`src/ake_pkg.sv`:
```
package ake_pkg;

  localparam int WORD_W        = 64;
  localparam int NUM_WORDS     = 4;
  localparam int KEY_W         = WORD_W * NUM_WORDS;
  localparam int LEN_W         = 6;
  localparam int CNT_W         = 7;
  localparam int RESULT_LIMIT  = 64;
  localparam int MAX_COUNT_DEF = 64;
  localparam int KEY_BYTES_DEF = 32;

  localparam logic [7:0] ASCII_ZERO = 8'h30;
  localparam logic [3:0] DEC_NINE   = 4'd9;

  // Decimal form of the current index; at most two digits since a run tops out at 64.
  typedef struct packed {
    logic [LEN_W-1:0] base_len;
    logic [3:0]       tens;
    logic [3:0]       ones;
  } ake_idx_t;

endpackage

```
`src/ake_digit_insert.sv`:
```
module ake_digit_insert #(
  parameter int KEY_BYTES = ake_pkg::KEY_BYTES_DEF
) (
  input  logic [ake_pkg::KEY_W-1:0] key_i,
  input  ake_pkg::ake_idx_t         idx_i,
  output logic [ake_pkg::KEY_W-1:0] key_o,
  output logic [ake_pkg::LEN_W-1:0] len_o
);
  import ake_pkg::*;

  logic             two_dig;
  logic [7:0]       first_chr;
  logic [7:0]       second_chr;
  logic [LEN_W:0]   pos1;
  logic [LEN_W:0]   len_raw;

  assign two_dig    = (idx_i.tens != 4'd0);
  assign first_chr  = ASCII_ZERO | {4'd0, (two_dig ? idx_i.tens : idx_i.ones)};
  assign second_chr = ASCII_ZERO | {4'd0, idx_i.ones};
  assign pos1       = {1'b0, idx_i.base_len} + {{LEN_W{1'b0}}, 1'b1};
  assign len_raw    = {1'b0, idx_i.base_len} + (two_dig ? (LEN_W+1)'(2) : (LEN_W+1)'(1));

  always_comb begin
    key_o = key_i;
    // Byte 0 sits in the top byte of the flat key.
    for (int b = 0; b < KEY_BYTES; b++) begin
      if ({1'b0, idx_i.base_len} == (LEN_W+1)'(b)) begin
        key_o[KEY_W-1-8*b -: 8] = first_chr;
      end else if (two_dig && pos1 == (LEN_W+1)'(b)) begin
        key_o[KEY_W-1-8*b -: 8] = second_chr;
      end
    end
  end

  assign len_o = (len_raw > (LEN_W+1)'(KEY_BYTES)) ? LEN_W'(KEY_BYTES) : len_raw[LEN_W-1:0];

endmodule

```
`src/array_key_expander_unit.sv`:
```
// A request loads the run registers on transfer; its results then go to the output register.
// Throughput: one result per cycle while the output is not stalled; a run holds off the input
// until its last result, and the next request is taken in the cycle that result is emitted.
// A zero count is taken and produces nothing.
// Reset (rst_ni low, asynchronous) drops any run in progress and empties the output register.
module array_key_expander_unit #(
  parameter int MAX_COUNT = ake_pkg::MAX_COUNT_DEF,
  parameter int KEY_BYTES = ake_pkg::KEY_BYTES_DEF
) (
  input  logic                        clk_i,
  input  logic                        rst_ni,
  input  logic                        in_valid_i,
  output logic                        in_ready_o,
  input  logic [ake_pkg::WORD_W-1:0]  base_key_word0_i,
  input  logic [ake_pkg::WORD_W-1:0]  base_key_word1_i,
  input  logic [ake_pkg::WORD_W-1:0]  base_key_word2_i,
  input  logic [ake_pkg::WORD_W-1:0]  base_key_word3_i,
  input  logic [ake_pkg::LEN_W-1:0]   base_length_i,
  input  logic [ake_pkg::CNT_W-1:0]   element_count_i,
  input  logic [ake_pkg::WORD_W-1:0]  delta_value_i,
  input  logic [ake_pkg::WORD_W-1:0]  net_metadata_i,
  output logic                        out_valid_o,
  input  logic                        out_ready_i,
  output logic [ake_pkg::WORD_W-1:0]  out_key_word0_o,
  output logic [ake_pkg::WORD_W-1:0]  out_key_word1_o,
  output logic [ake_pkg::WORD_W-1:0]  out_key_word2_o,
  output logic [ake_pkg::WORD_W-1:0]  out_key_word3_o,
  output logic [ake_pkg::LEN_W-1:0]   out_length_o,
  output logic [ake_pkg::WORD_W-1:0]  out_delta_o,
  output logic [ake_pkg::WORD_W-1:0]  out_metadata_o,
  output logic                        last_of_run_o
);
  import ake_pkg::*;

  localparam int CntMax = (MAX_COUNT < RESULT_LIMIT) ? MAX_COUNT : RESULT_LIMIT;

  // run state
  logic             busy_q;
  logic [CNT_W-1:0] tgt_q, cur_q;
  logic [3:0]       tens_q, ones_q;
  logic [KEY_W-1:0] key_q;
  logic [LEN_W-1:0] len_q;
  logic [WORD_W-1:0] delta_q, meta_q;

  // output register
  logic              out_valid_q;
  logic [KEY_W-1:0]  out_key_q;
  logic [LEN_W-1:0]  out_len_q;
  logic [WORD_W-1:0] out_delta_q, out_meta_q;
  logic              out_last_q;

  logic             emit, is_last, in_xfer;
  logic [CNT_W-1:0] cnt_sat;
  ake_idx_t         idx;
  logic [KEY_W-1:0] key_exp;
  logic [LEN_W-1:0] len_exp;

  assign emit       = busy_q && (!out_valid_q || out_ready_i);
  assign is_last    = (cur_q == tgt_q);
  assign in_ready_o = !busy_q || (emit && is_last);
  assign in_xfer    = in_valid_i && in_ready_o;
  assign cnt_sat    = (element_count_i > CNT_W'(CntMax)) ? CNT_W'(CntMax) : element_count_i;

  assign idx.base_len = len_q;
  assign idx.tens     = tens_q;
  assign idx.ones     = ones_q;

  ake_digit_insert #(
    .KEY_BYTES(KEY_BYTES)
  ) u_ins (
    .key_i (key_q),
    .idx_i (idx),
    .key_o (key_exp),
    .len_o (len_exp)
  );

  always_ff @(posedge clk_i or negedge rst_ni) begin
    if (!rst_ni) begin
      busy_q      <= 1'b0;
      tgt_q       <= '0;
      cur_q       <= '0;
      tens_q      <= '0;
      ones_q      <= '0;
      out_valid_q <= 1'b0;
    end else begin
      if (emit) begin
        out_valid_q <= 1'b1;
      end else if (out_ready_i) begin
        out_valid_q <= 1'b0;
      end
      // a new request overrides the run that just finished
      if (in_xfer) begin
        busy_q <= (cnt_sat != '0);
        tgt_q  <= cnt_sat;
        cur_q  <= CNT_W'(1);
        tens_q <= 4'd0;
        ones_q <= 4'd1;
      end else if (emit) begin
        if (is_last) begin
          busy_q <= 1'b0;
        end else begin
          cur_q <= cur_q + CNT_W'(1);
          if (ones_q == DEC_NINE) begin
            ones_q <= 4'd0;
            tens_q <= tens_q + 4'd1;
          end else begin
            ones_q <= ones_q + 4'd1;
          end
        end
      end
    end
  end

  always_ff @(posedge clk_i) begin
    if (in_xfer) begin
      key_q   <= {base_key_word0_i, base_key_word1_i, base_key_word2_i, base_key_word3_i};
      len_q   <= base_length_i;
      delta_q <= delta_value_i;
      meta_q  <= net_metadata_i;
    end
    if (emit) begin
      out_key_q   <= key_exp;
      out_len_q   <= len_exp;
      out_delta_q <= delta_q;
      out_meta_q  <= meta_q;
      out_last_q  <= is_last;
    end
  end

  assign out_valid_o     = out_valid_q;
  assign out_key_word0_o = out_key_q[4*WORD_W-1 -: WORD_W];
  assign out_key_word1_o = out_key_q[3*WORD_W-1 -: WORD_W];
  assign out_key_word2_o = out_key_q[2*WORD_W-1 -: WORD_W];
  assign out_key_word3_o = out_key_q[WORD_W-1 -: WORD_W];
  assign out_length_o    = out_len_q;
  assign out_delta_o     = out_delta_q;
  assign out_metadata_o  = out_meta_q;
  assign last_of_run_o   = out_last_q;

endmodule

```
`config.mk`:
```
export PLATFORM = sky130hd
export DESIGN_NAME = array_key_expander_unit
export DESIGN_NICKNAME = d
export VERILOG_FILES = /design/src/ake_pkg.sv /design/src/ake_digit_insert.sv /design/src/array_key_expander_unit.sv
export SDC_FILE = /design/constraint.sdc
export NUM_CORES = 1
export LEC_CHECK = 0
export ABC_AREA = 1
export BUFFER_PORTS_ARGS = -buffer_cell sky130_fd_sc_hd__buf_2
export CAP_MARGIN = 5
export CORE_AREA = 2 2 306 308
export DETAILED_ROUTE_END_ITERATION = 8
export DIE_AREA = 0 0 308 310
export PLACE_DENSITY_LB_ADDON = 0.1
export SLEW_MARGIN = 30
export SYNTH_ARGS = -nofsm -noshare
export SYNTH_HDL_FRONTEND = slang
export SYNTH_SLANG_ARGS = --single-unit
```
`constraint.sdc`:
```
create_clock -name clk_i -period 43 [get_ports clk_i]
set_input_delay 8.6 -clock clk_i [delete_from_list [all_inputs] [get_ports clk_i]]
set_output_delay 8.6 -clock clk_i [all_outputs]
set_load 0.02 [all_outputs]
```
Yosys cells after proc, flatten, opt, wreduce, memory -nomap -nowiden
Index checks and enable logic that the tools add are counted.
{"block": "totals", "regBits": 805, "word_cells": 284}
{"block": "op_classes", "n_addsub": 5, "order_cmp": 2, "eq_ne": 65, "mux": 83, "reduce_logical": 82}
{"cell": "4-bit 2-to-1 mux", "count": 73}
{"cell": "7-bit by 5-bit equality test with 1-bit output (second input constant)", "count": 16}
{"cell": "6-bit by 5-bit equality test with 1-bit output (second input constant)", "count": 16}
{"cell": "2-bit OR reduction", "count": 32}
{"cell": "7-bit by 4-bit equality test with 1-bit output (second input constant)", "count": 8}
{"cell": "6-bit by 4-bit equality test with 1-bit output (second input constant)", "count": 8}
{"cell": "1-bit logical AND", "count": 35}
{"cell": "7-bit by 3-bit equality test with 1-bit output (second input constant)", "count": 4}
{"cell": "7-bit 2-to-1 mux", "count": 4}
{"cell": "6-bit by 3-bit equality test with 1-bit output (second input constant)", "count": 4}
{"cell": "7-bit by 2-bit equality test with 1-bit output (second input constant)", "count": 2}
{"cell": "6-bit by 2-bit equality test with 1-bit output (second input constant)", "count": 2}
{"cell": "4-bit by 1-bit adder with 4-bit output (second input constant)", "count": 2}
{"cell": "2-bit nonzero test", "count": 4}
{"cell": "6-bit by 1-bit adder with 7-bit output (second input constant)", "count": 1}
{"cell": "6-bit by 7-bit adder with 7-bit output", "count": 1}
{"cell": "7-bit by 1-bit adder with 7-bit output (second input constant)", "count": 1}
{"cell": "7-bit by 1-bit equality test with 1-bit output (second input constant)", "count": 1}
{"cell": "7-bit equality test", "count": 1}
{"cell": "7-bit by 6-bit > comparator with 1-bit output (second input constant)", "count": 1}
{"cell": "7-bit > comparator (second input constant)", "count": 1}
{"cell": "7-bit logical NOT", "count": 1}
{"cell": "7-bit nonzero test", "count": 1}
{"cell": "6-bit by 1-bit equality test with 1-bit output (second input constant)", "count": 1}
{"cell": "10 further kinds", "count": 17}

Longest topological paths before layout
Gate-level depths: netlist of the first run.
{"block": "depth", "ltp_word": 8, "ltp_mapped": 14, "mapped_depth_nobuf": 12}

Modules after synthesis
Synthesis of the first run repeated with hierarchy kept, for this count alone.
{"block": "unflattened", "cells_unflattened": 1849, "hier_area_um2": 29210.5}
{"module": "array_key_expander_unit", "instances": 1, "cells_per_inst": 950, "area_per_inst_um2": 24803.8, "seq_area_each_um2": 24053.1}
{"module": "ake_digit_insert", "instances": 1, "cells_per_inst": 899, "area_per_inst_um2": 4406.7, "seq_area_each_um2": 0.0}

Least setup slack after synthesis of the first run
Ideal clock, no wire load.
{"block": "synth_timing", "path_type": "input to register", "startpoint": "input port out_ready_i", "endpoint": "register cur_q[5]", "t_arrival_ns": 30.843, "slack_ns": 11.685, "path_stages": 7, "path_buffers": 0, "path_cell_list": "inv_1 a21oi_1 nand2_1 inv_1 nand3_1 nand2_1 nor2_1"}
{"block": "synth_via", "elab_chain_len": 7, "word_cells_on_any_way": 9, "cone_classes": "eq/ne: 1; mux: 1; reduce/logical: 7"}
{"element": "start, declared", "line": "array_key_expander_unit.sv:23", "text": "input logic out_ready_i,"}
{"element": "1-bit logical OR (*)", "line": "array_key_expander_unit.sv:58", "text": "assign emit = busy_q && (!out_valid_q || out_ready_i);"}
{"element": "1-bit logical AND (*)", "line": "array_key_expander_unit.sv:58"}
{"element": "net emit", "line": "array_key_expander_unit.sv:52", "text": "logic emit, is_last, in_xfer;"}
{"element": "1-bit logical AND", "line": "array_key_expander_unit.sv:60", "text": "assign in_ready_o = !busy_q || (emit && is_last);"}
{"element": "1-bit logical OR", "line": "array_key_expander_unit.sv:60"}
{"element": "1-bit logical AND", "line": "array_key_expander_unit.sv:61", "text": "assign in_xfer = in_valid_i && in_ready_o;"}
{"element": "2-bit by 1-bit inequality test with 1-bit output (no line) / 2-bit nonzero test (equally long branches)"}
{"element": "2-bit AND reduction (no line)"}
{"element": "end signal, assigned", "line": "array_key_expander_unit.sv:102", "text": "cur_q <= cur_q + CNT_W'(1);"}
{"element": "end, declared", "line": "array_key_expander_unit.sv:39", "text": "logic [CNT_W-1:0] tgt_q, cur_q;"}
The timed path passes the listed nets; every way through them passes the cells marked *.
A chain may end at the register's enable or synchronous reset.

Worst setup path after layout of the first run
{"block": "layout_timing", "startpoint": "input port out_ready_i", "endpoint": "output port in_ready_o"}
{"block": "layout_via", "elab_chain_len": 4}
{"element": "1-bit logical OR", "line": "array_key_expander_unit.sv:58"}
{"element": "1-bit logical AND", "line": "array_key_expander_unit.sv:58"}
{"element": "1-bit logical AND", "line": "array_key_expander_unit.sv:60"}
{"element": "1-bit logical OR", "line": "array_key_expander_unit.sv:60"}
{"element": "end, declared", "line": "array_key_expander_unit.sv:13", "text": "output logic in_ready_o,"}
Every way passes these cells.

==> results of run 1 <==
cells by family after synthesis:
group,Yosys count,synth area share [%]
XOR/XNOR,14,0.4235
flip-flops,805,83.07
buffers and inverters,213,2.947
adder cells (fa/ha/maj),8,0.3716
AND/OR/NAND/NOR,461,7.398
AO/OA/AOI/OAI,312,5.786
cells in the final DEF (no fill, tap or decap), drive strengths merged:
master / netlist / routed
nor3: 16 / 16
inv: 176 / 182
clkinv: 1 / 38
xor2: 10 / 10
a21oi: 74 / 74
edfxtp: 781 / 781
clkinvlp: 0 / 3
nand2: 156 / 156
a31oi: 1 / 1
o211ai: 7 / 7
buf: 22 / 816
or2: 64 / 64
bufinv: 0 / 12
o22ai: 73 / 73
clkbuf: 14 / 105
fa: 1 / 1
o2111ai: 1 / 1
nor4: 1 / 1
nand3: 27 / 27
nor2: 197 / 197
xnor2: 4 / 4
ha: 7 / 7
dfrtp: 24 / 24
o21ai: 156 / 156
diode: 0 / 9
final cells by class:
cell class              count  area, sq um
fillers                  8694        55060
flip-flops and latches    805        24060
repair buffers            816         4156
multi-input cells         795         4098
clock buffers             105         2308
well taps                1197         1498
inverters                 177        676.9
clock inverters            58        613.1
diodes                      9        22.52
sequential cells by signal, indices dropped and copies added, names as in the netlist, 6 cells and up:
signal and flops:
len_q 6, delta_q 64, out_length_o 6, cur_q 7
out_key_q 256, out_delta_o 64, meta_q 64, tgt_q 7
out_metadata_o 64, key_q 256
per-layer routing:
metal	part of all wire, %	track usage [%]	up-vias
met4	2.6	5.956	20
li1	-	-	8345
met5	0.14	0	-
met3	8.5	6.477	145
met1	37	21.03	8796
met2	51	32.55	672
Yosys cell counts (8+ instances only):
master | number | area share [%]
nand3_1 | 19 | 0.33
buf_2 | 15 | 0.26
o22ai_1 | 73 | 1.6
or2_1 | 27 | 0.58
inv_1 | 146 | 1.9
or2_2 | 37 | 0.80
nor2_1 | 175 | 2.3
inv_2 | 28 | 0.36
o21ai_0 | 144 | 2.5
nand2_1 | 142 | 1.8
a21oi_1 | 74 | 1.3
clkbuf_1 | 14 | 0.18
nand3_2 | 8 | 0.28
nor3_1 | 14 | 0.24
o21ai_1 | 12 | 0.21
xor2_1 | 10 | 0.30
edfxtp_1 | 781 | 81
dfrtp_1 | 24 | 2.1
nand2_2 | 14 | 0.30
nor2_2 | 14 | 0.30
metrics by stage:
step	instances	hold slack, ns	utilization [%]
2_1_floorplan	1813	0.4003	-
3_3_place_gp	3790	0.4002	37.27
3_5_place_dp	3790	0.4045	37.28
4_1_cts	3953	0.4144	40.44
5_1_grt	3960	0.4188	40.47
6_report	3962	0.4128	40.47
worst max-delay path, stage by stage:
cell	delay (ns)
buf_2	0.09
inv_1	0.11
nand2_1	0.09
nand3_1	0.08
nand2_1	0.08
buf_2	0.17
worst max-delay path by stage:
stage / endpoint / slack [ns] / from / depth (start not counted)
2_1_floorplan: cur_q[5] / 11.69 / out_ready_i / 7
3_3_place_gp: in_ready_o / 25.11 / out_ready_i / 6
3_5_place_dp: in_ready_o / 25.18 / out_ready_i / 6
4_1_cts: in_ready_o / 25.18 / out_ready_i / 6
5_1_grt: in_ready_o / 25.14 / out_ready_i / 6
6_report: in_ready_o / 25.18 / out_ready_i / 6
power groups by stage:
stage	Clock, uW	Sequential, uW	Combinational, uW
after floorplan	0	1050	122
after global placement	0	976	332
after detailed placement	0	977	333
after CTS	792	962	333
after global routing	818	967	350
final	768	960	323
==> results.toml, run 1 <==
[run_status]
status = "complete, no violations"

[setup_path]
rr_worst_depth = 11
ff2ff_setup_slack_ns = 38.40
worstSetupPathType = "in -> out"
r2r_start = "cur_q[0]"
start_kind = "input port"
r2r_end = "meta_q[52]"
path_max_fanout = 3
worstPathArrival_ns = 9.22
cp.required_ns = 34.40
cp-end-kind = "output port"

[placed_design]
io_buffers = 793
hpwl_um = 65900
place_ws_ns = 25.18
placed_area_sq_mm = 0.03448
gp_congestion = 0.7969

[timing]
setup_ws_ns = 25.18
slew_headroom_pct = 39.39
period_minus_slack_ns = 17.82
rsz0062_at_grt = "no"
slew_violations = 0
period_share_pct = 41.43
fin_tns_setup_ns = 0
hold_viol_final = 0
worst_pin_slew_ns = 0.9092
max_freq_ghz = 0.05613
fin_skew_ns = 0.01354
finalSetupViolations = 0

[die]
rows = 112
die_w_um = 308
start_util_pct = 31.31
die-area_sq_mm = 0.09548
fp.dieH_um = 310
core_area_sq_mm = 0.09249
io_pins = 794

[logic_synthesis]
syn_area_sq_mm = 0.02895
yosysSeqAreaShare_pct = 83.07
yosysWarningCount = 0
async_flop_share_pct = 2.981
synth_nets = 2222
netlist_instances = 1813
synth_edf_count = 781
avgSynthCellArea_sq_um = 15.97
synth-seq-cells = 805
yosysUniqueCellTypes = 36
synth_flop_cell = "edfxtp_1"

[clock_network]
cts_tree = "done"
root_buffer = "clkbuf_16"
cts.repair.resized = 0
clock_sinks = 805
cts.clk_slew.worst_paths_ns = 0.06
post_cts_buffers = 0
clk_latency_ns = 0.65
numCtsBuffers = 90
htreeDepth = 3
clockBufferDepth = 3
cts_hold_buf = 0

[drt]
initialDrtViolationCount = 1301
wl_per_cell_um = 23.16
viasPerCell = 4.538
drcViolationCount = 0
antenna_left = 0
routed-via-count = 17978
finalWirelength_um = 91780
dr.pass1.iters = 8

[min_path]
hold_path_end = "out_delta_o[47]"
hold_path_depth = 0
min-delay-path-class = "reg -> reg"
worstHoldStart = "delta_q[47]"

[global_routing]
groute.usage.overall_pct = 18.51
grt_max_degree = 111
gr-total-overflow = 0
antenna_found_initial = 28
grt_pass1_vias = 18326
grt_pass1_wl_um = 126200

[power_and_ir_drop]
switchingPower_uw = 585.9
clockPowerShare_pct = 37.5
p_sw_share_pct = 28.56
ir_drop_v = 0.00002970
pwr-share-seq_pct = 46.8
intPower_uw = 1466
pwr_density_cell_mw_per_mm2 = 54.81
combPwrFrac_pct = 15.7
power.total_uw = 2052
leakagePower_uw = 0.01493

[cells_and_area]
drive_above_1_share_pct = 38.53
design_area_sq_mm = 0.03743
syn_to_final_growth_pct = 29.28
nets = 3094

[flow_run]
maxCapViolations = 0
No activity file was read; power rests on OpenSTA's default activity.
==> run 2: changes to the inputs <==
--- a/config.mk
+++ b/config.mk
@@ -5,12 +5,12 @@
 export SDC_FILE = /design/constraint.sdc
 export NUM_CORES = 1
 export LEC_CHECK = 0
-export ABC_AREA = 1
+export ABC_AREA = 0
 export BUFFER_PORTS_ARGS = -buffer_cell sky130_fd_sc_hd__buf_2
 export CAP_MARGIN = 5
-export CORE_AREA = 2 2 306 308
+export CORE_AREA = 2 2 309 311
 export DETAILED_ROUTE_END_ITERATION = 8
-export DIE_AREA = 0 0 308 310
+export DIE_AREA = 0 0 311 313
 export PLACE_DENSITY_LB_ADDON = 0.1
 export SLEW_MARGIN = 30
 export SYNTH_ARGS = -nofsm -noshare
==> constraint.sdc (replaced) <==
create_clock -name clk_i -period 16.5 [get_ports clk_i]
set_input_delay 3.3 -clock clk_i [delete_from_list [all_inputs] [get_ports clk_i]]
set_output_delay 3.3 -clock clk_i [all_outputs]
set_load 0.02 [all_outputs]
==> run 2 against run 1 <==
Net effect:
- sequential share of layout area is 1.2 points lower
- register-to-register slack got worse by 26 ns
- critical path type unchanged
- critical path depth decreased by 2
- global-route usage down 0.16 points
==> results.toml, run 2 <==
[timing]
finalSetupViolations = 0
slew_headroom_pct = 35.73
slew_violations = 0
hold_viol_final = 0
fin_skew_ns = 0.02349
period_minus_slack_ns = 7.284
worst_pin_slew_ns = 0.9605
max_freq_ghz = 0.1373
fin_tns_setup_ns = 0
period_share_pct = 44.15
rsz0062_at_grt = "no"

[power_and_ir_drop]
pwr_density_cell_mw_per_mm2 = 151.5
ir_drop_v = 0.0001068
leakagePower_uw = 0.01448

[setup_path]
path_cells = "buf_2 > nand2b_1 > a21o_1 > buf_2"
cp_top_family = "buffers and inverters"
cp.required_ns = 13.20
start_kind = "input port"
worstPathArrival_ns = 3.98
worstSetupPathType = "in -> out"
cp-end-kind = "output port"
critPathBufInv = 2
path_max_fanout = 5
crit_top_cell = "buf_2"
cp_slowest_cell = "nand2b_1"
max_stage_delay_ns = 0.21

[global_routing]
gr-total-overflow = 0
grt_pass1_wl_um = 128700
antenna_found_initial = 24
groute.usage.overall_pct = 18.35
grt_max_degree = 140
grt_pass1_vias = 18123

[logic_synthesis]
synth-seq-cells = 805
yosysSeqAreaShare_pct = 81.58
synth_most_common_cell = "edfxtp_1"
yosysUniqueCellTypes = 61
async_flop_share_pct = 2.981
synth_top_cell_area_share_pct = 79.55
yosysWarningCount = 0
synth_area_leaders = "edfxtp_1, mux2i_1, dfrtp_1"
synth_edf_count = 781
netlist_instances = 1672
avgSynthCellArea_sq_um = 17.63
synth_common_cells = "edfxtp_1, nand2_1, mux2i_1"
synth_nets = 2081
synth_flop_cell = "edfxtp_1"
syn_area_sq_mm = 0.02948
yosysTopAreaCell = "edfxtp_1"

[clock_network]
clockBufferDepth = 3
post_cts_buffers = 0
cts.repair.resized = 0
numCtsBuffers = 88
cts.clk_slew.worst_paths_ns = 0.06
clock_sinks = 805
root_buffer = "clkbuf_16"
htreeDepth = 3
cts_hold_buf = 0
clk_latency_ns = 0.68
cts_tree = "done"

[placed_design]
hpwl_um = 65370
gp_congestion = 0.7866
placedCellCount = 3691
io_buffers = 793

[cells_and_area]
final_cell_mix = "buf_2, edfxtp_1, nand2_1, mux2i_1, nor2_1"
nets = 2927
layout.cells.non_filler = 3859
drive_above_1_share_pct = 39.05
final_common_cell = "buf_2"
largest_registers = "key_q (256), out_key_q (256)"
syn_to_final_growth_pct = 29.37

[drt]
routed-via-count = 17335
drcViolationCount = 0
dr.pass1.iters = 5
wl_per_cell_um = 23.76
antenna_left = 0
finalWirelength_um = 91690
viasPerCell = 4.492
initialDrtViolationCount = 1051

[min_path]
min-delay-path-class = "reg -> reg"

[flow_run]
maxCapViolations = 0

[die]
fp.dieH_um = 313
die_w_um = 311
rows = 113
die-area_sq_mm = 0.09734
start_util_pct = 31.31
core_area_sq_mm = 0.09416
io_pins = 794

[run_status]
status = "complete, no violations"
run 2: changes by cell type after synthesis, sizes merged, moves of 17 or more:
| cell | delta |
|---|---|
| nand2b | +28 |
| nor2b | +53 |
| and2 | +17 |
| nand2 | -32 |
| clkbuf | +17 |
| mux2i | +122 |
| inv | -163 |
| nor2 | -84 |
| o22ai | -72 |
| o21ai | -70 |
run 2: where the power goes:
group          leakage, uW  total (uW)  internal [uW]  switching (uW)
clock              0.00150        2080           1240             846
combinational      0.00535         996            253             743
sequential         0.00763        2700           2590             107
run 2: cell type report:
cell class	instances	area, sq um
fill	8924	56020
tap	1265	1583
timing repair buffer	815	4182
inverter	13	68.82
multi-input combinational	795	5169
clock inverter	63	807.0
antenna	5	12.51
clock buffer	98	2260
sequential	805	24060
run 2: worst paths after layout:
kind	start	to	slack (ns)	cells after the start
setup reg to reg	cur_q[4]	key_q[61]	12.06	6
min in group asynchronous	rst_ni	tgt_q[1]	2.62	1
max in group asynchronous	rst_ni	ones_q[1]	13.45	1
hold reg to reg	meta_q[7]	out_metadata_o[7]	0.41	0
hold / removal	meta_q[7]	out_metadata_o[7]	0.41	0
setup / recovery	out_ready_i	in_ready_o	9.22	4
run 2: logic make-up (layout without fill, tap and decap cells):
group,after synthesis,after routing,synth area share (%)
AOI/OAI and AO/OA,176,176,3.247
DFF,805,805,81.58
adders and majority gates,8,8,0.3650
muxes,125,125,4.256
other,0,5,0
and+or+nand+nor,472,472,8.980
buffers and inverters,72,989,1.091
xor gates and xnor gates,14,14,0.4796
run 2: through the flow:
stage / hold WS [ns] / total power, uW / util, % / setup slack (ns) / area [sq um]
after floorplan: 0.4003 / 3344 / - / 4.650 / 29480
after global placement: 0.4002 / 3752 / 37.13 / 9.049 / 34960
after detailed placement: 0.4045 / 3766 / 37.16 / 9.206 / 34990
after CTS: 0.4166 / 5871 / 40.42 / 9.199 / 38060
after global routing: 0.4164 / 6023 / 40.51 / 9.152 / 38140
final: 0.4149 / 5778 / 40.51 / 9.216 / 38140
run 2: metal layers:
layer,global-route usage [%],vias up,part of all wire (%)
li1,-,8010,-
met1,20.97,8542,38
met2,32.78,631,52
met3,5.948,132,7.6
met4,5.303,20,2.1
met5,0,-,0.14
